$ cat src/chip8_execute_draw_unit_core_macros.svh
// Assertion helpers for the draw unit core.
// Both sample on clock and stay quiet while reset is high.
`ifndef CHIP8_EXECUTE_DRAW_UNIT_CORE_MACROS_SVH
`define CHIP8_EXECUTE_DRAW_UNIT_CORE_MACROS_SVH

// Same-cycle implication.
`define C8DU_ASSERT_IMPL(label, ante, cons) \
   label: assert property (@(posedge clock) disable iff (reset) (ante) |-> (cons)) \
      else $error("c8du: check failed");

// Next-cycle implication.
`define C8DU_ASSERT_NEXT(label, ante, cons) \
   label: assert property (@(posedge clock) disable iff (reset) (ante) |=> (cons)) \
      else $error("c8du: check failed");

`endif

$ cat src/c8du_pkg.sv
package c8du_pkg;

   localparam int NUM_REGS = 16;
   localparam int REG_AW   = 4;

   localparam logic [REG_AW-1:0] VF_IDX     = 4'hF;
   localparam logic [11:0]       RAM_OFFSET = 12'd512;
   // nnn - RAM_OFFSET mod 4096 done as an add of the two's complement
   localparam logic [11:0]       JP_BIAS    = (~RAM_OFFSET) + 12'd1;
   localparam logic [15:0]       CLS_WORD   = 16'h00E0;

   typedef enum logic [3:0] {
      OP_SYS = 4'h0,
      OP_JP  = 4'h1,
      OP_LD  = 4'h6,
      OP_ADD = 4'h7,
      OP_LDI = 4'hA,
      OP_DRW = 4'hD
   } opcode_type;

   typedef enum logic [2:0] {
      KIND_DONE   = 3'd0,
      KIND_CLS    = 3'd1,
      KIND_DRAW   = 3'd2,
      KIND_UNIMPL = 3'd3,
      KIND_TOGGLE = 3'd4
   } kind_type;

endpackage

$ cat src/c8du_if.sv
interface c8du_req_if;
   logic        valid;
   logic        ready;
   logic        action;
   logic [15:0] instruction;
   logic [7:0]  sprite_row;
   logic [7:0]  pixels_were_on;

   modport source (output valid, action, instruction, sprite_row, pixels_were_on,
                   input ready);
   modport sink   (input valid, action, instruction, sprite_row, pixels_were_on,
                   output ready);
endinterface

interface c8du_rsp_if;
   logic        valid;
   logic        ready;
   logic [2:0]  kind;
   logic [8:0]  x_coord;
   logic [8:0]  y_coord;
   logic [11:0] sprite_address;
   logic [3:0]  row_count;
   logic [11:0] next_pc;
   logic        collision_flag;
   logic        last;

   modport source (output valid, kind, x_coord, y_coord, sprite_address, row_count,
                   next_pc, collision_flag, last, input ready);
   modport sink   (input valid, kind, x_coord, y_coord, sprite_address, row_count,
                   next_pc, collision_flag, last, output ready);
endinterface

$ cat src/chip8_execute_draw_unit_core.sv
// CHIP-8 execute and draw core. Takes one request word at a time: either an
// instruction or a sprite row for the draw that the last DXYN opened. A small
// sequencer drives one shared 12-bit adder (PC step, JP target, ADD, pixel column,
// next draw row). An instruction passes from accept through PC step, execute and
// result, which waits for a free output register, before the next accept. A sprite
// row scans its bits from bit 7 down to its rightmost set bit, one bit position at a
// time, then steps the draw row; an empty row skips the scan and gives a result.
// A row with no draw pending goes straight to its result. Each toggle leaves through
// a one-deep output register, so a slow response side stalls the scan per toggle.
// The next request is taken while the final response word still waits.
`include "chip8_execute_draw_unit_core_macros.svh"

module chip8_execute_draw_unit_core (
   input  logic       clock,
   input  logic       reset,
   c8du_req_if.sink   req_ch,
   c8du_rsp_if.source rsp_ch
);
   import c8du_pkg::*;

   typedef enum logic [5:0] {
      ST_IDLE   = 6'b000001,
      ST_EXEC   = 6'b000010,
      ST_OP     = 6'b000100,
      ST_SCAN   = 6'b001000,
      ST_ROWEND = 6'b010000,
      ST_RESULT = 6'b100000
   } state_type;

   // control and architectural state
   state_type           state_ff, state_in;
   logic [7:0]          regs_ff [NUM_REGS];
   logic [7:0]          regs_in [NUM_REGS];
   logic [11:0]         pc_ff, pc_in;
   logic [11:0]         index_ff, index_in;
   logic [3:0]          rows_left_ff, rows_left_in;
   logic [REG_AW-1:0]   draw_x_idx_ff, draw_x_idx_in;
   logic [8:0]          draw_y_ff, draw_y_in;
   logic                out_valid_ff, out_valid_in;

   // payload
   logic                itm_action_ff, itm_action_in;
   logic [15:0]         itm_instr_ff, itm_instr_in;
   logic [7:0]          itm_row_ff, itm_row_in;
   logic [7:0]          itm_was_ff, itm_was_in;
   logic [7:0]          xbase_ff, xbase_in;
   logic [7:0]          scan_row_ff, scan_row_in;
   logic [7:0]          scan_was_ff, scan_was_in;
   logic [2:0]          offs_ff, offs_in;
   kind_type            res_kind_ff, res_kind_in;
   logic [3:0]          res_rows_ff, res_rows_in;
   kind_type            out_kind_ff, out_kind_in;
   logic [8:0]          out_x_ff, out_x_in;
   logic [8:0]          out_y_ff, out_y_in;
   logic [11:0]         out_addr_ff, out_addr_in;
   logic [3:0]          out_rows_ff, out_rows_in;
   logic [11:0]         out_pc_ff, out_pc_in;
   logic                out_flag_ff, out_flag_in;
   logic                out_last_ff, out_last_in;

   // shared adder and register file read port
   logic [11:0]         alu_a, alu_b, alu_sum;
   logic [REG_AW-1:0]   rd_addr;
   logic [7:0]          rd_data;
   logic                out_free;
   logic                out_load;

   opcode_type          op;
   logic [REG_AW-1:0]   ins_x, ins_y;
   logic [7:0]          ins_nn;
   logic [11:0]         ins_nnn;
   logic [3:0]          ins_n;

   assign op      = opcode_type'(itm_instr_ff[15:12]);
   assign ins_x   = itm_instr_ff[11:8];
   assign ins_y   = itm_instr_ff[7:4];
   assign ins_nn  = itm_instr_ff[7:0];
   assign ins_nnn = itm_instr_ff[11:0];
   assign ins_n   = itm_instr_ff[3:0];

   assign alu_sum  = alu_a + alu_b;
   assign rd_addr  = (state_ff == ST_OP) ? ((op == OP_DRW) ? ins_y : ins_x) : draw_x_idx_ff;
   assign rd_data  = regs_ff[rd_addr];
   assign out_free = !out_valid_ff || rsp_ch.ready;

   always_comb begin
      state_in      = state_ff;
      regs_in       = regs_ff;
      pc_in         = pc_ff;
      index_in      = index_ff;
      rows_left_in  = rows_left_ff;
      draw_x_idx_in = draw_x_idx_ff;
      draw_y_in     = draw_y_ff;
      itm_action_in = itm_action_ff;
      itm_instr_in  = itm_instr_ff;
      itm_row_in    = itm_row_ff;
      itm_was_in    = itm_was_ff;
      xbase_in      = xbase_ff;
      scan_row_in   = scan_row_ff;
      scan_was_in   = scan_was_ff;
      offs_in       = offs_ff;
      res_kind_in   = res_kind_ff;
      res_rows_in   = res_rows_ff;
      out_kind_in   = out_kind_ff;
      out_x_in      = out_x_ff;
      out_y_in      = out_y_ff;
      out_addr_in   = out_addr_ff;
      out_rows_in   = out_rows_ff;
      out_pc_in     = out_pc_ff;
      out_flag_in   = out_flag_ff;
      out_last_in   = out_last_ff;
      out_load      = 1'b0;
      alu_a         = 12'd0;
      alu_b         = 12'd0;

      case (state_ff)
         ST_IDLE: begin
            if (req_ch.valid) begin
               itm_action_in = req_ch.action;
               itm_instr_in  = req_ch.instruction;
               itm_row_in    = req_ch.sprite_row;
               itm_was_in    = req_ch.pixels_were_on;
               state_in      = ST_EXEC;
            end
         end
         ST_EXEC: begin
            if (!itm_action_ff) begin
               // any instruction drops a pending draw
               alu_a        = pc_ff;
               alu_b        = 12'd2;
               pc_in        = alu_sum;
               rows_left_in = 4'd0;
               state_in     = ST_OP;
            end else if (rows_left_ff == 4'd0) begin
               res_kind_in = KIND_DONE;
               res_rows_in = 4'd0;
               state_in    = ST_RESULT;
            end else begin
               // Vx is sampled per row, so earlier collisions show through
               xbase_in    = rd_data;
               scan_row_in = itm_row_ff;
               scan_was_in = itm_was_ff;
               offs_in     = 3'd0;
               state_in    = (itm_row_ff == 8'd0) ? ST_ROWEND : ST_SCAN;
            end
         end
         ST_OP: begin
            res_kind_in = KIND_DONE;
            res_rows_in = 4'd0;
            state_in    = ST_RESULT;
            case (op)
               OP_SYS: begin
                  res_kind_in = (itm_instr_ff == CLS_WORD) ? KIND_CLS : KIND_UNIMPL;
               end
               OP_JP: begin
                  alu_a = ins_nnn;
                  alu_b = JP_BIAS;
                  pc_in = alu_sum;
               end
               OP_LD: begin
                  regs_in[ins_x] = ins_nn;
               end
               OP_ADD: begin
                  alu_a          = {4'd0, rd_data};
                  alu_b          = {4'd0, ins_nn};
                  regs_in[ins_x] = alu_sum[7:0];
               end
               OP_LDI: begin
                  index_in = ins_nnn;
               end
               OP_DRW: begin
                  // VF clears before VY is sampled
                  regs_in[VF_IDX] = 8'd0;
                  draw_y_in       = {1'b0, (ins_y == VF_IDX) ? 8'd0 : rd_data};
                  draw_x_idx_in   = ins_x;
                  rows_left_in    = ins_n;
                  res_kind_in     = KIND_DRAW;
                  res_rows_in     = ins_n;
               end
               default: begin
                  res_kind_in = KIND_UNIMPL;
               end
            endcase
         end
         ST_SCAN: begin
            // bit 7 of the shifted row is the current pixel, offs_ff its column offset from Vx
            alu_a = {4'd0, xbase_ff};
            alu_b = {9'd0, offs_ff};
            if (!scan_row_ff[7] || out_free) begin
               if (scan_row_ff[7]) begin
                  out_load    = 1'b1;
                  out_kind_in = KIND_TOGGLE;
                  out_x_in    = alu_sum[8:0];
                  out_y_in    = draw_y_ff;
                  out_addr_in = index_ff;
                  out_rows_in = 4'd0;
                  out_pc_in   = pc_ff;
                  out_flag_in = regs_ff[VF_IDX][0] | scan_was_ff[7];
                  out_last_in = (scan_row_ff[6:0] == 7'd0);
                  if (scan_was_ff[7]) begin
                     regs_in[VF_IDX] = 8'd1;
                  end
               end
               scan_row_in = {scan_row_ff[6:0], 1'b0};
               scan_was_in = {scan_was_ff[6:0], 1'b0};
               offs_in     = offs_ff + 3'd1;
               if (scan_row_ff[6:0] == 7'd0) begin
                  state_in = ST_ROWEND;
               end
            end
         end
         ST_ROWEND: begin
            alu_a        = {3'd0, draw_y_ff};
            alu_b        = 12'd1;
            draw_y_in    = alu_sum[8:0];
            rows_left_in = rows_left_ff - 4'd1;
            if (itm_row_ff == 8'd0) begin
               res_kind_in = KIND_DONE;
               res_rows_in = 4'd0;
               state_in    = ST_RESULT;
            end else begin
               state_in = ST_IDLE;
            end
         end
         ST_RESULT: begin
            if (out_free) begin
               out_load    = 1'b1;
               out_kind_in = res_kind_ff;
               out_x_in    = 9'd0;
               out_y_in    = 9'd0;
               out_addr_in = index_ff;
               out_rows_in = res_rows_ff;
               out_pc_in   = pc_ff;
               out_flag_in = regs_ff[VF_IDX][0];
               out_last_in = 1'b1;
               state_in    = ST_IDLE;
            end
         end
         default: begin
            state_in = ST_IDLE;
         end
      endcase

      if (out_load) begin
         out_valid_in = 1'b1;
      end else if (rsp_ch.ready) begin
         out_valid_in = 1'b0;
      end else begin
         out_valid_in = out_valid_ff;
      end
   end

   always_ff @(posedge clock) begin
      if (reset) begin
         state_ff      <= ST_IDLE;
         for (int i = 0; i < NUM_REGS; i++) begin
            regs_ff[i] <= 8'd0;
         end
         pc_ff         <= 12'd0;
         index_ff      <= 12'd0;
         rows_left_ff  <= 4'd0;
         draw_x_idx_ff <= '0;
         draw_y_ff     <= 9'd0;
         out_valid_ff  <= 1'b0;
      end else begin
         state_ff      <= state_in;
         regs_ff       <= regs_in;
         pc_ff         <= pc_in;
         index_ff      <= index_in;
         rows_left_ff  <= rows_left_in;
         draw_x_idx_ff <= draw_x_idx_in;
         draw_y_ff     <= draw_y_in;
         out_valid_ff  <= out_valid_in;
      end
   end

   always_ff @(posedge clock) begin
      itm_action_ff <= itm_action_in;
      itm_instr_ff  <= itm_instr_in;
      itm_row_ff    <= itm_row_in;
      itm_was_ff    <= itm_was_in;
      xbase_ff      <= xbase_in;
      scan_row_ff   <= scan_row_in;
      scan_was_ff   <= scan_was_in;
      offs_ff       <= offs_in;
      res_kind_ff   <= res_kind_in;
      res_rows_ff   <= res_rows_in;
      out_kind_ff   <= out_kind_in;
      out_x_ff      <= out_x_in;
      out_y_ff      <= out_y_in;
      out_addr_ff   <= out_addr_in;
      out_rows_ff   <= out_rows_in;
      out_pc_ff     <= out_pc_in;
      out_flag_ff   <= out_flag_in;
      out_last_ff   <= out_last_in;
   end

   assign req_ch.ready          = (state_ff == ST_IDLE);
   assign rsp_ch.valid          = out_valid_ff;
   assign rsp_ch.kind           = out_kind_ff;
   assign rsp_ch.x_coord        = out_x_ff;
   assign rsp_ch.y_coord        = out_y_ff;
   assign rsp_ch.sprite_address = out_addr_ff;
   assign rsp_ch.row_count      = out_rows_ff;
   assign rsp_ch.next_pc        = out_pc_ff;
   assign rsp_ch.collision_flag = out_flag_ff;
   assign rsp_ch.last           = out_last_ff;

   // a loaded word never overwrites one the sink has not taken
   `C8DU_ASSERT_IMPL(a_load_when_free, out_load, (!out_valid_ff || rsp_ch.ready))
   // scanning only happens inside an open draw
   `C8DU_ASSERT_IMPL(a_scan_needs_draw, (state_ff == ST_SCAN), (rows_left_ff != 4'd0))
   // one request word at a time
   `C8DU_ASSERT_NEXT(a_busy_after_accept, (req_ch.valid && req_ch.ready), !req_ch.ready)

endmodule
$ cat src/flat_wrapper.sv
// flat-port wrapper written by rule: the top's interface ports become plain ports
module chip8_execute_draw_unit_core_flat import c8du_pkg::*;
  (clock, reset, req_ch_valid, req_ch_action, req_ch_instruction, req_ch_sprite_row, req_ch_pixels_were_on, req_ch_ready, rsp_ch_valid, rsp_ch_kind, rsp_ch_x_coord, rsp_ch_y_coord, rsp_ch_sprite_address, rsp_ch_row_count, rsp_ch_next_pc, rsp_ch_collision_flag, rsp_ch_last, rsp_ch_ready);
  c8du_req_if req_ch_i ();
  c8du_rsp_if rsp_ch_i ();
  input  logic clock;
  input  logic reset;
  input wire logic [$bits(req_ch_i.valid)-1:0] req_ch_valid;
  input wire logic [$bits(req_ch_i.action)-1:0] req_ch_action;
  input wire logic [$bits(req_ch_i.instruction)-1:0] req_ch_instruction;
  input wire logic [$bits(req_ch_i.sprite_row)-1:0] req_ch_sprite_row;
  input wire logic [$bits(req_ch_i.pixels_were_on)-1:0] req_ch_pixels_were_on;
  output wire logic [$bits(req_ch_i.ready)-1:0] req_ch_ready;
  output wire logic [$bits(rsp_ch_i.valid)-1:0] rsp_ch_valid;
  output wire logic [$bits(rsp_ch_i.kind)-1:0] rsp_ch_kind;
  output wire logic [$bits(rsp_ch_i.x_coord)-1:0] rsp_ch_x_coord;
  output wire logic [$bits(rsp_ch_i.y_coord)-1:0] rsp_ch_y_coord;
  output wire logic [$bits(rsp_ch_i.sprite_address)-1:0] rsp_ch_sprite_address;
  output wire logic [$bits(rsp_ch_i.row_count)-1:0] rsp_ch_row_count;
  output wire logic [$bits(rsp_ch_i.next_pc)-1:0] rsp_ch_next_pc;
  output wire logic [$bits(rsp_ch_i.collision_flag)-1:0] rsp_ch_collision_flag;
  output wire logic [$bits(rsp_ch_i.last)-1:0] rsp_ch_last;
  input wire logic [$bits(rsp_ch_i.ready)-1:0] rsp_ch_ready;
  assign req_ch_i.valid = req_ch_valid;
  assign req_ch_i.action = req_ch_action;
  assign req_ch_i.instruction = req_ch_instruction;
  assign req_ch_i.sprite_row = req_ch_sprite_row;
  assign req_ch_i.pixels_were_on = req_ch_pixels_were_on;
  assign req_ch_ready = req_ch_i.ready;
  assign rsp_ch_valid = rsp_ch_i.valid;
  assign rsp_ch_kind = rsp_ch_i.kind;
  assign rsp_ch_x_coord = rsp_ch_i.x_coord;
  assign rsp_ch_y_coord = rsp_ch_i.y_coord;
  assign rsp_ch_sprite_address = rsp_ch_i.sprite_address;
  assign rsp_ch_row_count = rsp_ch_i.row_count;
  assign rsp_ch_next_pc = rsp_ch_i.next_pc;
  assign rsp_ch_collision_flag = rsp_ch_i.collision_flag;
  assign rsp_ch_last = rsp_ch_i.last;
  assign rsp_ch_i.ready = rsp_ch_ready;
  chip8_execute_draw_unit_core u_core (.clock(clock), .reset(reset), .req_ch(req_ch_i), .rsp_ch(rsp_ch_i));
endmodule
$ cat config.mk
export PLATFORM = sky130hd
export DESIGN_NAME = chip8_execute_draw_unit_core_flat
export DESIGN_NICKNAME = d
export VERILOG_FILES = /design/src/c8du_pkg.sv /design/src/c8du_if.sv /design/src/chip8_execute_draw_unit_core.sv /design/src/flat_wrapper.sv
export VERILOG_INCLUDE_DIRS = /design/src /design/src/src
export SDC_FILE = /design/constraint.sdc
export NUM_CORES = 1
export LEC_CHECK = 0
export ABC_CLOCK_PERIOD_IN_PS = 4600
export BUFFER_PORTS_ARGS = -buffer_cell sky130_fd_sc_hd__buf_2
export CELL_PAD_IN_SITES_DETAIL_PLACEMENT = 1
export CELL_PAD_IN_SITES_GLOBAL_PLACEMENT = 2
export CORE_MARGIN = 1.5
export CORE_UTILIZATION = 36
export DETAILED_ROUTE_END_ITERATION = 8
export GPL_TIMING_DRIVEN = 0
export PLACE_DENSITY_LB_ADDON = 0.1
export SLEW_MARGIN = 20
export SYNTH_ARGS = -nofsm -noshare
export SYNTH_HDL_FRONTEND = slang
export SYNTH_SLANG_ARGS = --single-unit
$ cat constraint.sdc
create_clock -name clock -period 4.6 [get_ports clock]
set_input_delay 0 -clock clock [delete_from_list [all_inputs] [get_ports clock]]
set_output_delay 0 -clock clock [all_outputs]
set_load 0.01 [all_outputs]
* After elaboration in Yosys (flattened, before gate mapping) *
Cells that the tools add are included.

operators by class
  add/subtract/negate cells = 3
  $mul = 0
  div/mod/pow operators = 0
  order comparisons = 3
  eq/ne operators = 27
  shifts and indexed selects = 0
  multiplexer cells = 99
  bitwise logic cells = 4
  reduce and logical (&&, ||, !) cells = 31

operators by type and width
  kind                                                                     count
  128-bit bitwise mux                                                      2
  120-bit case mux with 2 select lines                                     1
  12-bit case mux with 2 select lines                                      5
  12-bit 2-to-1 mux                                                        9
  8-bit 2-to-1 mux                                                         13
  12-bit case mux with 4 select lines                                      2
  9-bit 2-to-1 mux                                                         6
  9-bit case mux with 2 select lines                                       3
  8-bit case mux with 2 select lines                                       3
  4-bit 2-to-1 mux                                                         11
  6-bit 2-to-1 mux                                                         7
  6-bit case mux with 6 select lines                                       1
  8-bit binary-select mux with 4-bit select                                1
  8-bit demux with 4-bit select                                            1
  3-bit 2-to-1 mux                                                         9
  4-bit case mux with 3 select lines                                       2
  8-bit case mux with 3 select lines                                       1
  3-bit case mux with 3 select lines                                       2
  16-bit by 8-bit equality test with 1-bit output, second input constant   1
  2-bit by 1-bit inequality test with 1-bit output, second input constant  8
  4-bit AND reduction                                                      4
  2-bit nonzero test                                                       7
  12-bit adder                                                             1
  4-bit equality test, second input constant                               3
  34 further kinds                                                         64

storage, ports and cells
  register bits after elaboration = 294
  latch bits = 0
  memory bits (writable) = 0
  ROM bits = 0
  memories kept = 0

* Logic depth before layout (Yosys ltp) *
Gate-level depths: netlist of run 1.

  word-level depth = 13
  depth in mapped cells = 23

* Least setup slack after synthesis of run 1 *
OpenSTA, ideal clock, no wires.

  kind = register to register
  start = register u_core.state_ff[5]
  end = register u_core.regs_ff[30] (netlist bit)
  arrival time = 4,429 ps
  required time = 4,535 ps
  setup slack = 106 ps
  stages on the path, launching flop included = 21
  clock period less this slack = 4,494 ps
  path through = dfxtp_1 > nor4_4 > and2_1 > a31o_1 > buf_2 > buf_4 > mux2i_1 > mux2i_1 > mux2_2 > a221o_1 > ha_1 > fa_1 > a21o_1 > a21oi_1 > o21a_1 > nor2_1 > xnor2_1 > o21ai_1 > clkbuf_1 > mux2i_1 > nor2_1

on the way
  longest elaborated chain between the ends = 11

ends and longest elaborated chain
  what                                                 RTL line                                                                 source
  start, declared                                      chip8_execute_draw_unit_core.sv:31                                       state_type state_ff, state_in;
  start signal, assigned                               chip8_execute_draw_unit_core.sv:266                                      state_ff <= state_in;
  6-bit by 3-bit equality test with 1-bit output       chip8_execute_draw_unit_core.sv:82, chip8_execute_draw_unit_core.sv:116
  4-bit 2-to-1 mux                                     chip8_execute_draw_unit_core.sv:82                                       assign rd_addr = (state_ff == ST_OP) ? ((op == OP_DRW) ? ins_y : ins_x) : draw_x_idx_ff;
  4-bit NOT with 5-bit output (implied by the code)    chip8_execute_draw_unit_core.sv:83                                       assign rd_data = regs_ff[rd_addr];
  8-bit binary-select mux with 4-bit select            chip8_execute_draw_unit_core.sv:83
  8-bit 2-to-1 mux (implied by the code) (2 in a row)  chip8_execute_draw_unit_core.sv:83
  12-bit case mux with 2 select lines                  chip8_execute_draw_unit_core.sv:151                                      case (op)
  12-bit case mux with 4 select lines                  chip8_execute_draw_unit_core.sv:116                                      case (state_ff)
  12-bit adder                                         chip8_execute_draw_unit_core.sv:81                                       assign alu_sum = alu_a + alu_b;
  128-bit bitwise mux                                  chip8_execute_draw_unit_core.sv:166                                      regs_in[ins_x] = alu_sum[7:0];
  120-bit case mux with 2 select lines                 chip8_execute_draw_unit_core.sv:151
  end signal, assigned                                 chip8_execute_draw_unit_core.sv:267                                      regs_ff <= regs_in;
  end, declared                                        chip8_execute_draw_unit_core.sv:32                                       logic [7:0] regs_ff [NUM_REGS];

Several ways; a longest one is shown, not always the timed one. The select of a mux whose other input is x is not followed.
A chain may end at the register's enable or synchronous reset.

* Final worst setup path of run 1 *
  start = register u_core.state_ff[4]
  end = register u_core.draw_y_ff[5]

on the way
  longest elaborated chain between the ends = 10

ends and longest elaborated chain
  what                                                 RTL line                                                                 source
  6-bit by 3-bit equality test with 1-bit output       chip8_execute_draw_unit_core.sv:82, chip8_execute_draw_unit_core.sv:116
  4-bit 2-to-1 mux                                     chip8_execute_draw_unit_core.sv:82
  4-bit NOT with 5-bit output (implied by the code)    chip8_execute_draw_unit_core.sv:83
  8-bit binary-select mux with 4-bit select            chip8_execute_draw_unit_core.sv:83
  8-bit 2-to-1 mux (implied by the code) (2 in a row)  chip8_execute_draw_unit_core.sv:83
  12-bit case mux with 2 select lines                  chip8_execute_draw_unit_core.sv:151
  12-bit case mux with 4 select lines                  chip8_execute_draw_unit_core.sv:116
  12-bit adder                                         chip8_execute_draw_unit_core.sv:81
  9-bit case mux with 2 select lines                   chip8_execute_draw_unit_core.sv:116
  end signal, assigned                                 chip8_execute_draw_unit_core.sv:272                                      draw_y_ff <= draw_y_in;
  end, declared                                        chip8_execute_draw_unit_core.sv:38                                       logic [8:0] draw_y_ff, draw_y_in;

Several ways; a longest one is shown, not always the timed one. The select of a mux whose other input is x is not followed.

==> results of run 1 <==
==> stage by stage <==
step	cells	setup TNS, ns	hold WS [ns]	power (mW)	setup slack [ns]
floorplan	1298	0	0.0989	2.94	0.106
global route	1997	-2.99	0.178	5.95	-0.170
finish	1998	-0.0492	0.184	5.77	-0.0354
global placement	1854	-211.13	0.177	3.07	-1.72
CTS	1982	0	0.159	5.80	0.00209
detailed placement	1855	-139.23	0.178	3.07	-1.73
==> power groups by stage <==
stage / sequential, mW / clock (mW) / combinational [mW]
global route: 2.76 / 2.83 / 0.352
finish: 2.76 / 2.67 / 0.331
global placement: 2.82 / 0 / 0.257
CTS: 2.76 / 2.74 / 0.308
floorplan: 2.80 / 0 / 0.145
detailed placement: 2.81 / 0 / 0.260
==> worst register-to-register path, cell delays in order (launching register included) <==
cell and delay (ns):
dfxtp_4 0.35, nor4_4 0.25, buf_4 0.19, and2_4 0.16
a31o_1 0.15, buf_6 0.17, buf_12 0.16, buf_12 0.10
mux2i_1 0.18, mux2i_1 0.09, mux2_2 0.33, a221o_1 0.43
ha_1 0.34, a21oi_1 0.26, o21ai_2 0.11, a21oi_2 0.25
xor2_2 0.23, buf_4 0.19, nor2_1 0.04, a31oi_1 0.20
o21ai_1 0.08, a211o_1 0.25
==> kinds of logic (layout without fill, tap and decap cells) <==
family	after synthesis	in the layout
other cells	0	1
compound gates	271	271
simple gates	484	484
mux	119	119
buf+inv	104	335
flops	293	293
fa+ha+maj	14	14
xor+xnor	13	13
==> metal layers <==
layer	wire length [µm]	vias to the layer above
met1	21700	5427
met4	1420	0
li1	-	5123
met5	0	-
met2	22000	256
met3	2040	75
==> what timing repair did <==
item | CTS | global route
hold endpoints to repair | 39 | 0
gates resized for setup | 80 | 71
hold buffers | 36 | 0
gates cloned | 1 | 1
setup buffers | 32 | 15
setup endpoints to repair | 151 | 101
pin swaps | 14 | 14
==> path summary, 6_finish.rpt <==
| kind | slack, ns | start | to |
|---|---|---|---|
| hold reg to reg | 0.43 | u_core.index_ff[2] | u_core.rsp_ch.sprite_address[2] |
| setup / recovery | -0.04 | u_core.state_ff[4] | u_core.draw_y_ff[5] |
| hold / removal | 0.18 | req_ch_pixels_were_on[4] | u_core.itm_was_ff[4] |
| setup reg to reg | -0.04 | u_core.state_ff[4] | u_core.draw_y_ff[5] |
==> registers in the layout, indices dropped and copies added, names as in the netlist, 12 cells and up <==
signal,cells
u_core.pc_ff,12
u_core.rsp_ch.next_pc,12
u_core.itm_instr_ff,16
u_core.regs_ff,128
u_core.index_ff,12
u_core.rsp_ch.sprite_address,12
==> area by class of cell <==
cell class                 count  area, µm²
sequential                   293       7040
inverter                      12       45.0
clock inverter                 3       18.8
fill                        4071      19700
multi-input combinational    901       6150
tap                          468        586
timing repair buffer         174       1270
buffer                        88        597
clock buffer                  58       1070
antenna                        1       2.50
==> cell usage after synthesis, drive strengths merged (4+ instances only) <==
master  instances
and3           12
a221o          10
clkbuf         59
nor3b           4
o21a            8
ha             13
nor2          227
nor3           21
xnor2          12
mux2i          96
a22o            4
nand3b          4
o211ai          8
a22oi           7
a21oi          70
and2           22
o22a            4
mux4            8
a221oi          7
nor4            6
o21ai          20
a21o            9
a31oi           7
dfxtp         176
buf            33
nor2b           9
inv            12
a222oi          9
nand4           6
or3             4
nand2b          7
mux2           15
o221ai          4
o22ai           4
nand2         140
nand3          14
edfxtp        117
a211oi         84
==> run_results.csv, run 1 <==
group,metric,value,unit
routing,routed_wl,47200,µm
timing,skew,0.0150,ns
layout,mostFrequentLayoutCell,"nor2_1",
power_and_ir_drop,powerDensity,343,nW/µm²
synthesis,synth_edf_count,117,
grt,use_met3,0.0373,
worst_setup_path,critPathArrivalTime,5.04,ns
synthesis,yosysTopAreaCell,"dfxtp_1",
routing,via_per_inst,5.45,
synthesis,ys_seq_elements,293,
synthesis,syn_inst,1298,
die,io_pins,90,
grt,antenna_found_initial,0,
place,hpwl,34300,µm
synthesis,synthFlopType,"dfxtp_1",
status,status,"complete, but fails checks",
worst_setup_path,crit_cells,21,
synthesis,synth_top_family_by_area,"simple AND/OR/NAND/NOR gates",
layout,drive_gt1_frac,0.226,
timing,post-route-min-period,4.64,ns
clock_network,worstSkewPairLatency,0.53,ns
die,num_rows,70,
synthesis,avgSynthCellArea,10.3,µm²
worst_setup_path,critPathKind,"reg -> reg",
worst_hold_path,hp-class,"in -> reg",
die,start_util,0.365,
die,die_y,195,µm
status,failed_checks,"setup timing",
timing,setup_viol,6,
grt,use_met1,0.333,
synthesis,syn_nets,1349,
grt,grt_pass1_vias,11000,
synthesis,muxShareOfSynthArea,0.0984,
synthesis,ys_seq_area_frac,0.529,
synthesis,async_flop_share,0,
job,max_cap_violations,0,
grt,top_usage_layer,"met2",
layout,layout.nets,1556,
layout,syn_to_final_growth,26.1,%
timing,max_freq,0.216,GHz
synthesis,synth_top_area_share,0.265,
power_and_ir_drop,ir_drop,0.206,mV
place,io_buffers,88,
power_and_ir_drop,power_leakage,6.49,nW
die,dieArea,38100,µm²
place,gp_congestion,0.906,
routing,drc,0,
worst_setup_path,cp_top_family,"compound AO/OA/AOI/OAI gates",
worst_setup_path,critPathCaptureType,"flip-flop",
power_and_ir_drop,clockPowerShare,0.464,
routing,ant_nets,0,
grt,use_met2,0.412,
routing,dr.pass1.iters,5,
routing,initialDrtViolationCount,818,
power_and_ir_drop,internal_power,4.43,mW
synthesis,synth-xor-area-share,0.00855,
timing,maxSlewViolCount,0,
clock_network,numCtsBuffers,35,
power_and_ir_drop,p_seq_frac,0.479,
worst_setup_path,cp_slowest_stage_delay,0.43,ns
synthesis,yosys.area_share.simple,0.169,
timing,rsz0062_at_grt,"yes",
layout,fin_util,0.460,
layout,final_cell_mix,"nor2_1 (204), dfxtp_1 (174), nand2_1 (134)",
worst_setup_path,path_max_fanout,8,
power_and_ir_drop,power_switching,1.34,mW
clock_network,cts_tree,"yes",
grt,grtUsageTotal,0.250,
synthesis,synth_cell_type_count,75,
grt,grt_first_pass_wirelength,70400,µm
clock_network,clockRootBuffer,"clkbuf_16",
synthesis,synthAdderAreaFrac,0.0137,
grt,gr-total-overflow,0,
worst_setup_path,required,5.01,ns
synthesis,synth_compound_area_frac,0.144,
die,die_w,195,µm
clock_network,h-tree-depth,2,
synthesis,synth_warnings,0,
worst_hold_path,worstHoldPathCells,2,
synthesis,synth_area_leaders,"dfxtp_1 (26%), edfxtp_1 (26%), mux2i_1 (7.2%)",
power_and_ir_drop,combPwrFrac,0.057,
power_and_ir_drop,switching_share,0.232,
clock_network,cts.clk_slew.worst_paths,0.06,ns
synthesis,synthesis.area,13300,µm²
worst_setup_path,timing.critical_path.slowest_stage_cell,"a221o_1",
worst_setup_path,critPathLaunchType,"flip-flop",
clock_network,cts_sinks,293,
layout,fin_area,16800,µm²
worst_setup_path,r2r_cells,21,
worst_setup_path,worst-path-buf-inv,5,
routing,routedWlPerCell,23.6,µm
clock_network,clock_path_buffers,3,
grt,grt_max_degree,34,
routing,route.vias.total,10900,
die,core,36500,µm²
timing,relSlewSlack,0.296,
worst_setup_path,path_cells,"nor4_4 > buf_4 > and2_4 > a31o_1 > buf_6 > buf_12 > buf_12 > mux2i_1 > mux2i_1 > mux2_2 > a221o_1 > ha_1 > a21oi_1 > o21ai_2 > a21oi_2 > xor2_2 > buf_4 > nor2_1 > a31oi_1 > o21ai_1 > a211o_1",
place,placed_area,14400,µm²
timing,final.setup.worst_slack,-0.0354,ns
timing,post-route-period-util,1.01,
timing,hold_viol,0,
timing,max_slew.worst_pin.slew,1.05,ns
No activity file was read; power rests on OpenSTA's default activity.
==> run 2, diff against run 1 <==
Settings changed: ABC_AREA set to 1, CORE_UTILIZATION 36 to 34, GPL_ROUTABILITY_DRIVEN set to 1.
==> run_results.csv, run 2 <==
group,metric,value,unit
status,status,"finished, final reports clean",
clock_network,worstSkewPairLatency,0.55,ns
place,placed_area,14300,µm²
synthesis,synth_area_leaders,"dfxtp_1 (27%), edfxtp_1 (27%), nand3_1 (7.7%)",
routing,initialDrtViolationCount,698,
clock_network,cts_tree,"yes",
worst_hold_path,hold_end,"u_core.itm_instr_ff[2]",
layout,largest_reg_flops,128,
synthesis,synth_top_area_share,0.267,
worst_setup_path,critPathCaptureType,"flip-flop",
place,dp_cells,2145,
synthesis,netlist_top_cells_count,"nand2_1 (227), nand3_1 (204), dfxtp_1 (176)",
grt,gr-total-overflow,0,
synthesis,synthFlopType,"dfxtp_1",
routing,route.met2.wl,23400,µm
layout,final_cell_mix,"nand2_1 (225), nand3_1 (202), dfxtp_1 (176)",
synthesis,async_flop_share,0,
power_and_ir_drop,ir_drop,0.250,mV
layout,antenna_cells,0,
die,num_rows,71,
worst_setup_path,cpMostUsedCell,"nand2_1",
synthesis,synth_cell_type_count,46,
worst_setup_path,critPathKind,"reg -> reg",
grt,grt_pass1_vias,12100,
worst_hold_path,hp-start,"req_ch_instruction[2]",
synthesis,synth_edf_count,117,
timing,skew,0.0128,ns
grt,antenna_found_initial,2,
layout,largest_register,"u_core.regs_ff",
die,io_pins,90,
routing,highest_layer,"met4",
clock_network,clockRootBuffer,"clkbuf_16",
synthesis,synthesis.area,13200,µm²
layout,mostFrequentLayoutCell,"nand2_1",
grt,grt_first_pass_wirelength,74500,µm
worst_setup_path,path_cells,"nor2_4 > nand2_1 > nor2_4 > buf_6 > nand2_4 > nand2_4 > buf_2 > nand3_1 > nand3_1 > nand3_2 > nand2_1 > o21ai_1 > ha_1 > a21oi_1 > nand2_1 > nand3_1 > nand2_1 > nand2_1 > nand2_2 > nand2_1 > nand2_2 > buf_4 > a21oi_1",
worst_hold_path,hp-class,"in -> reg",
layout,fin_area,16000,µm²
timing,post-route-period-util,0.940,
timing,max_freq,0.231,GHz
layout,layout.nets,1761,
timing,hold_ws,0.166,ns
layout,syn_to_final_growth,21.1,%
place,io_buffers,89,
clock_network,numCtsBuffers,35,
routing,dr.pass1.iters,5,
place,gp_congestion,0.862,
power_and_ir_drop,powerDensity,368,nW/µm²
synthesis,syn_nets,1592,
synthesis,avgSynthCellArea,8.55,µm²
timing,post-route-min-period,4.32,ns
die,start_util,0.347,
synthesis,syn_inst,1541,
worst_setup_path,timing.rr.start,"u_core.state_ff[5]",
layout,largestRegisters,"u_core.regs_ff: 128 flops, u_core.itm_instr_ff: 16 flops",
routing,via_per_inst,5.23,
timing,relSlewSlack,0.280,
die,die_y,200,µm
synthesis,ys_seq_elements,293,
clock_network,cts_sinks,293,
routing,routed_wl,48900,µm
worst_setup_path,required,5.02,ns
place,hpwl,36400,µm
clock_network,clock_path_buffers,3,
die,die_w,200,µm
grt,grtUsageTotal,0.254,
synthesis,ys_seq_area_frac,0.534,
worst_hold_path,worstHoldPathCells,2,
timing,setup_viol,0,
synthesis,yosysMostFrequentCell,"nand2_1",
die,dieArea,39900,µm²
routing,route.vias.total,11700,
routing,wl_met1,22400,µm
worst_setup_path,critPathArrivalTime,4.74,ns
routing,routedWlPerCell,21.8,µm
routing,drc,0,
job,max_cap_violations,0,
worst_setup_path,timing.critical_path.slowest_stage_cell,"ha_1",
layout,fin_cells,2247,
clock_network,cts.clk_slew.worst_paths,0.06,ns
clock_network,h-tree-depth,2,
routing,ant_nets,0,
timing,hold_viol,0,
grt,grt_max_degree,30,
worst_setup_path,ff2ff_setup_slack,0.28,ns
worst_setup_path,cp_slowest_stage_delay,0.44,ns
worst_setup_path,path_max_fanout,10,
worst_setup_path,r2r_cells,23,
synthesis,synth_warnings,0,
layout,fin_util,0.421,
timing,fin_tns_setup,0,ns
worst_setup_path,r2r_end,"u_core.regs_ff[119]",
layout,drive_gt1_frac,0.155,
worst_setup_path,critPathLaunchType,"flip-flop",
timing,maxSlewViolCount,0,
power_and_ir_drop,power_leakage,6.34,nW
routing,wl_met3,1940,µm
die,core,37900,µm²
timing,max_slew.worst_pin.slew,1.08,ns
synthesis,yosysTopAreaCell,"dfxtp_1",
run 2: changes by cell type in the layout (fill, tap and decap cells not counted), moves of 75 or more:
cell	delta
a211oi_1	-75
a21oi_1	+105
inv_1	+125
mux2i_1	-87
nand2_1	+91
nand3_1	+190
nor2_1	-103
o21ai_0	+157
run 2: power by group:
part,internal (mW),total (mW),switching (mW)
Sequential,2.74,2.78,0.0395
Combinational,0.105,0.362,0.256
Clock,1.62,2.73,1.11
Total,4.46,5.87,1.41
run 2: kinds of logic (layout without fill, tap and decap cells):
group	count (synthesis)	count (layout)	synth area share
fa+ha+maj	14	14	0.0139
flops	293	293	0.534
simple gates	592	592	0.207
buf+inv	238	433	0.0791
xor+xnor	7	7	0.00465
compound gates	397	397	0.161
run 2: critical path: cells and delay by family (launching register included):
family | cells | cell delay (ns)
and+or+nand+nor | 16 | 2.33
buffers and inverters | 3 | 0.74
adders and majority gates | 1 | 0.44
DFF | 1 | 0.33
AOI/OAI and AO/OA | 3 | 0.33
run 2: how the worst max path moves through the flow:
| stage | startpoint | end | slack [ns] |
|---|---|---|---|
| 6_report | u_core.state_ff[5] | u_core.regs_ff[119] | 0.28 |
| 5_1_grt | u_core.itm_instr_ff[12] | u_core.regs_ff[119] | -0.01 |
| 4_1_cts | u_core.itm_instr_ff[12] | u_core.regs_ff[119] | 0.02 |
| 3_5_place_dp | u_core.itm_instr_ff[8] | u_core.regs_ff[75] | -0.84 |
| 3_3_place_gp | u_core.itm_instr_ff[5] | u_core.regs_ff[75] | -0.74 |
| 2_1_floorplan | u_core.state_ff[0] | u_core.rsp_ch.collision_flag | 1.14 |
run 2: cell type report:
class | instances | area, µm²
Tap cell | 511 | 639
Sequential cell | 293 | 7040
Inverter | 148 | 559
Timing Repair Buffer | 133 | 895
Multi-Input combinational cell | 1010 | 5210
Buffer | 89 | 509
Clock inverter | 7 | 62.6
Clock buffer | 56 | 1050
Fill cell | 4519 | 22000
run 2: routing by layer:
layer	global-route usage	vias up
li1	-	5633
met1	0.340	5821
met2	0.426	228
met3	0.0370	65
met4	0.0744	0
met5	0	-
run 2: through the flow:
stage	setup WS (ns)	power, mW
6_report	0.275	5.87
5_1_grt	-0.0147	6.08
4_1_cts	0.0162	5.94
3_5_place_dp	-0.838	3.16
3_3_place_gp	-0.736	3.15
2_1_floorplan	1.14	2.99
run 2: timing repair:
item / 4_1_cts / 5_1_grt
gates resized for setup: 16 / 14
buffers inserted: 1 / 3
hold buffers: 36 / 0
pin swaps: 0 / 2
endpoints found under the hold margin: 45 / 0
setup endpoints to repair: 60 / 57
==> run 3, diff against run 2 <==
Settings changed: ABC_CLOCK_PERIOD_IN_PS 4600 to 4730, CORE_MARGIN 1.5 to not set, CORE_UTILIZATION 34 to 37, PLACE_DENSITY_LB_ADDON 0.1 to 0.25.
Clock period 4.6 ns to 4.73 ns, I/O delays scaled along.
==> run_results.csv, run 3 (synthesis results as in run 2) <==
group,metric,value,unit
status,status,"finished, final reports clean",
worst_hold_path,hold_end,"u_core.itm_was_ff[3]",
routing,dr.pass1.iters,5,
die,start_util,0.379,
layout,antenna_cells,0,
clock_network,h-tree-depth,2,
place,post-place-ws,-0.418,ns
layout,largest_register,"u_core.regs_ff",
die,die_y,191,µm
place,io_buffers,89,
worst_setup_path,ff2ff_setup_slack,0.22,ns
timing,fin_tns_setup,0,ns
grt,antenna_found_initial,2,
grt,gr-total-overflow,0,
place,hpwl,34700,µm
timing,setup_viol,0,
routing,highest_layer,"met5",
timing,post-route-period-util,0.954,
clock_network,clockRootBuffer,"clkbuf_16",
routing,via_per_inst,5.43,
worst_hold_path,worstHoldPathCells,2,
worst_setup_path,critPathArrivalTime,4.94,ns
worst_setup_path,critPathKind,"reg -> reg",
grt,grt_pass1_vias,11700,
routing,wl_met3,2340,µm
layout,largest_reg_flops,128,
routing,routedWlPerCell,21.4,µm
clock_network,cts.clk_slew.worst_paths,0.06,ns
layout,syn_to_final_growth,20.9,%
worst_setup_path,r2r_cells,22,
clock_network,cts_setup_buffers,0,
grt,grt_max_degree,31,
worst_setup_path,critPathCaptureType,"flip-flop",
layout,fin_cells,2187,
die,die_w,191,µm
timing,maxSlewViolCount,0,
timing,max_freq,0.222,GHz
die,io_pins,90,
timing,post-route-min-period,4.51,ns
die,dieArea,36400,µm²
clock_network,cts_sinks,293,
worst_setup_path,r2r_end,"u_core.regs_ff[94]",
layout,layout.nets,1758,
routing,route.vias.total,11900,
place,dp_cells,2089,
worst_setup_path,timing.rr.start,"u_core.itm_instr_ff[12]",
clock_network,cts_tree,"yes",
timing,hold_viol,0,
power_and_ir_drop,powerDensity,370,nW/µm²
power_and_ir_drop,power_leakage,6.36,nW
routing,ant_nets,0,
routing,initialDrtViolationCount,851,
power_and_ir_drop,ir_drop,0.228,mV
clock_network,numCtsBuffers,35,
clock_network,clock_path_buffers,3,
worst_setup_path,critPathLaunchType,"flip-flop",
routing,routed_wl,46900,µm
worst_setup_path,required,5.16,ns
grt,grt_first_pass_wirelength,71400,µm
worst_hold_path,hp-start,"req_ch_pixels_were_on[3]",
layout,largestRegisters,"u_core.regs_ff: 128 flops, u_core.itm_instr_ff: 16 flops",
layout,final_cell_mix,"nand2_1 (225), nand3_1 (204), dfxtp_1 (176)",
layout,drive_gt1_frac,0.154,
routing,wl_met1,22100,µm
grt,grtUsageTotal,0.264,
die,core,34800,µm²
timing,final.setup.worst_slack,0.218,ns
die,num_rows,68,
place,gp_congestion,0.896,
timing,max_slew.worst_pin.slew,0.916,ns
timing,skew,0.0193,ns
worst_hold_path,hp-class,"in -> reg",
clock_network,worstSkewPairLatency,0.56,ns
layout,mostFrequentLayoutCell,"nand2_1",
routing,drc,0,
worst_setup_path,path_max_fanout,10,
timing,relSlewSlack,0.389,
power_and_ir_drop,p_total,5.89,mW
job,max_cap_violations,0,
routing,route.met2.wl,21200,µm
[run 3: final cells by class]
class	count	area, µm²
fill	4102	18900
sequential	293	7040
multi-input combinational	1010	5190
clock buffer	44	951
timing repair buffer	129	862
tap	455	569
inverter	148	556
buffer	90	507
clock inverter	18	251
[run 3: power by group]
| part | leakage [nW] | switching, mW | internal (mW) |
|---|---|---|---|
| registers | 2.47 | 0.0353 | 2.67 |
| clock network | 0.590 | 1.13 | 1.71 |
| logic | 3.29 | 0.246 | 0.0978 |
[run 3: metrics by stage]
step | util | hold slack, ns | area [µm²]
after floorplan | - | 0.0989 | 13200
after global placement | 0.408 | 0.176 | 14200
after detailed placement | 0.410 | 0.178 | 14300
after CTS | 0.456 | 0.122 | 15900
after global routing | 0.458 | 0.142 | 15900
final | 0.458 | 0.149 | 15900
[run 3: metal layers]
layer | track usage | up-vias
met5 | 0 | -
met4 | 0.0815 | 2
met3 | 0.0320 | 84
met2 | 0.414 | 315
met1 | 0.376 | 5839
li1 | - | 5631
[run 3: worst max path at each step]
stage	startpoint	to	slack (ns)	depth (start not counted)
2_1_floorplan	u_core.state_ff[0]	u_core.rsp_ch.collision_flag	1.27	5
3_3_place_gp	u_core.itm_instr_ff[12]	u_core.regs_ff[67]	-0.46	21
3_5_place_dp	u_core.itm_instr_ff[12]	u_core.regs_ff[67]	-0.42	21
4_1_cts	u_core.itm_instr_ff[12]	u_core.regs_ff[35]	0.07	21
5_1_grt	u_core.itm_instr_ff[12]	u_core.regs_ff[95]	-0.02	24
6_report	u_core.itm_instr_ff[12]	u_core.regs_ff[94]	0.22	22
[run 3: critical path, cell delays in order (launching register included)]
cell and delay, ns:
edfxtp_1 0.44, inv_1 0.12, nor2_2 0.16, nand2_2 0.12, nand2_1 0.09, nand3_2 0.14
buf_4 0.23, buf_2 0.20, nand3_1 0.08, nand3_1 0.15, nand3_1 0.14, nand3_1 0.14
nand2_1 0.14, o21ai_1 0.08, ha_1 0.27, fa_1 0.50, nand4_1 0.13, nand2_1 0.10
nand2_1 0.07, nand2_1 0.20, o21ai_4 0.40, clkbuf_4 0.35, a21oi_1 0.10
[run 3: repair_timing]
action	CTS	global route
cloned	0	0
pin swaps	0	0
hold endpoints to repair	44	0
endpoints found under the setup margin	40	51
hold buffers	36	0
gates resized for setup	7	16
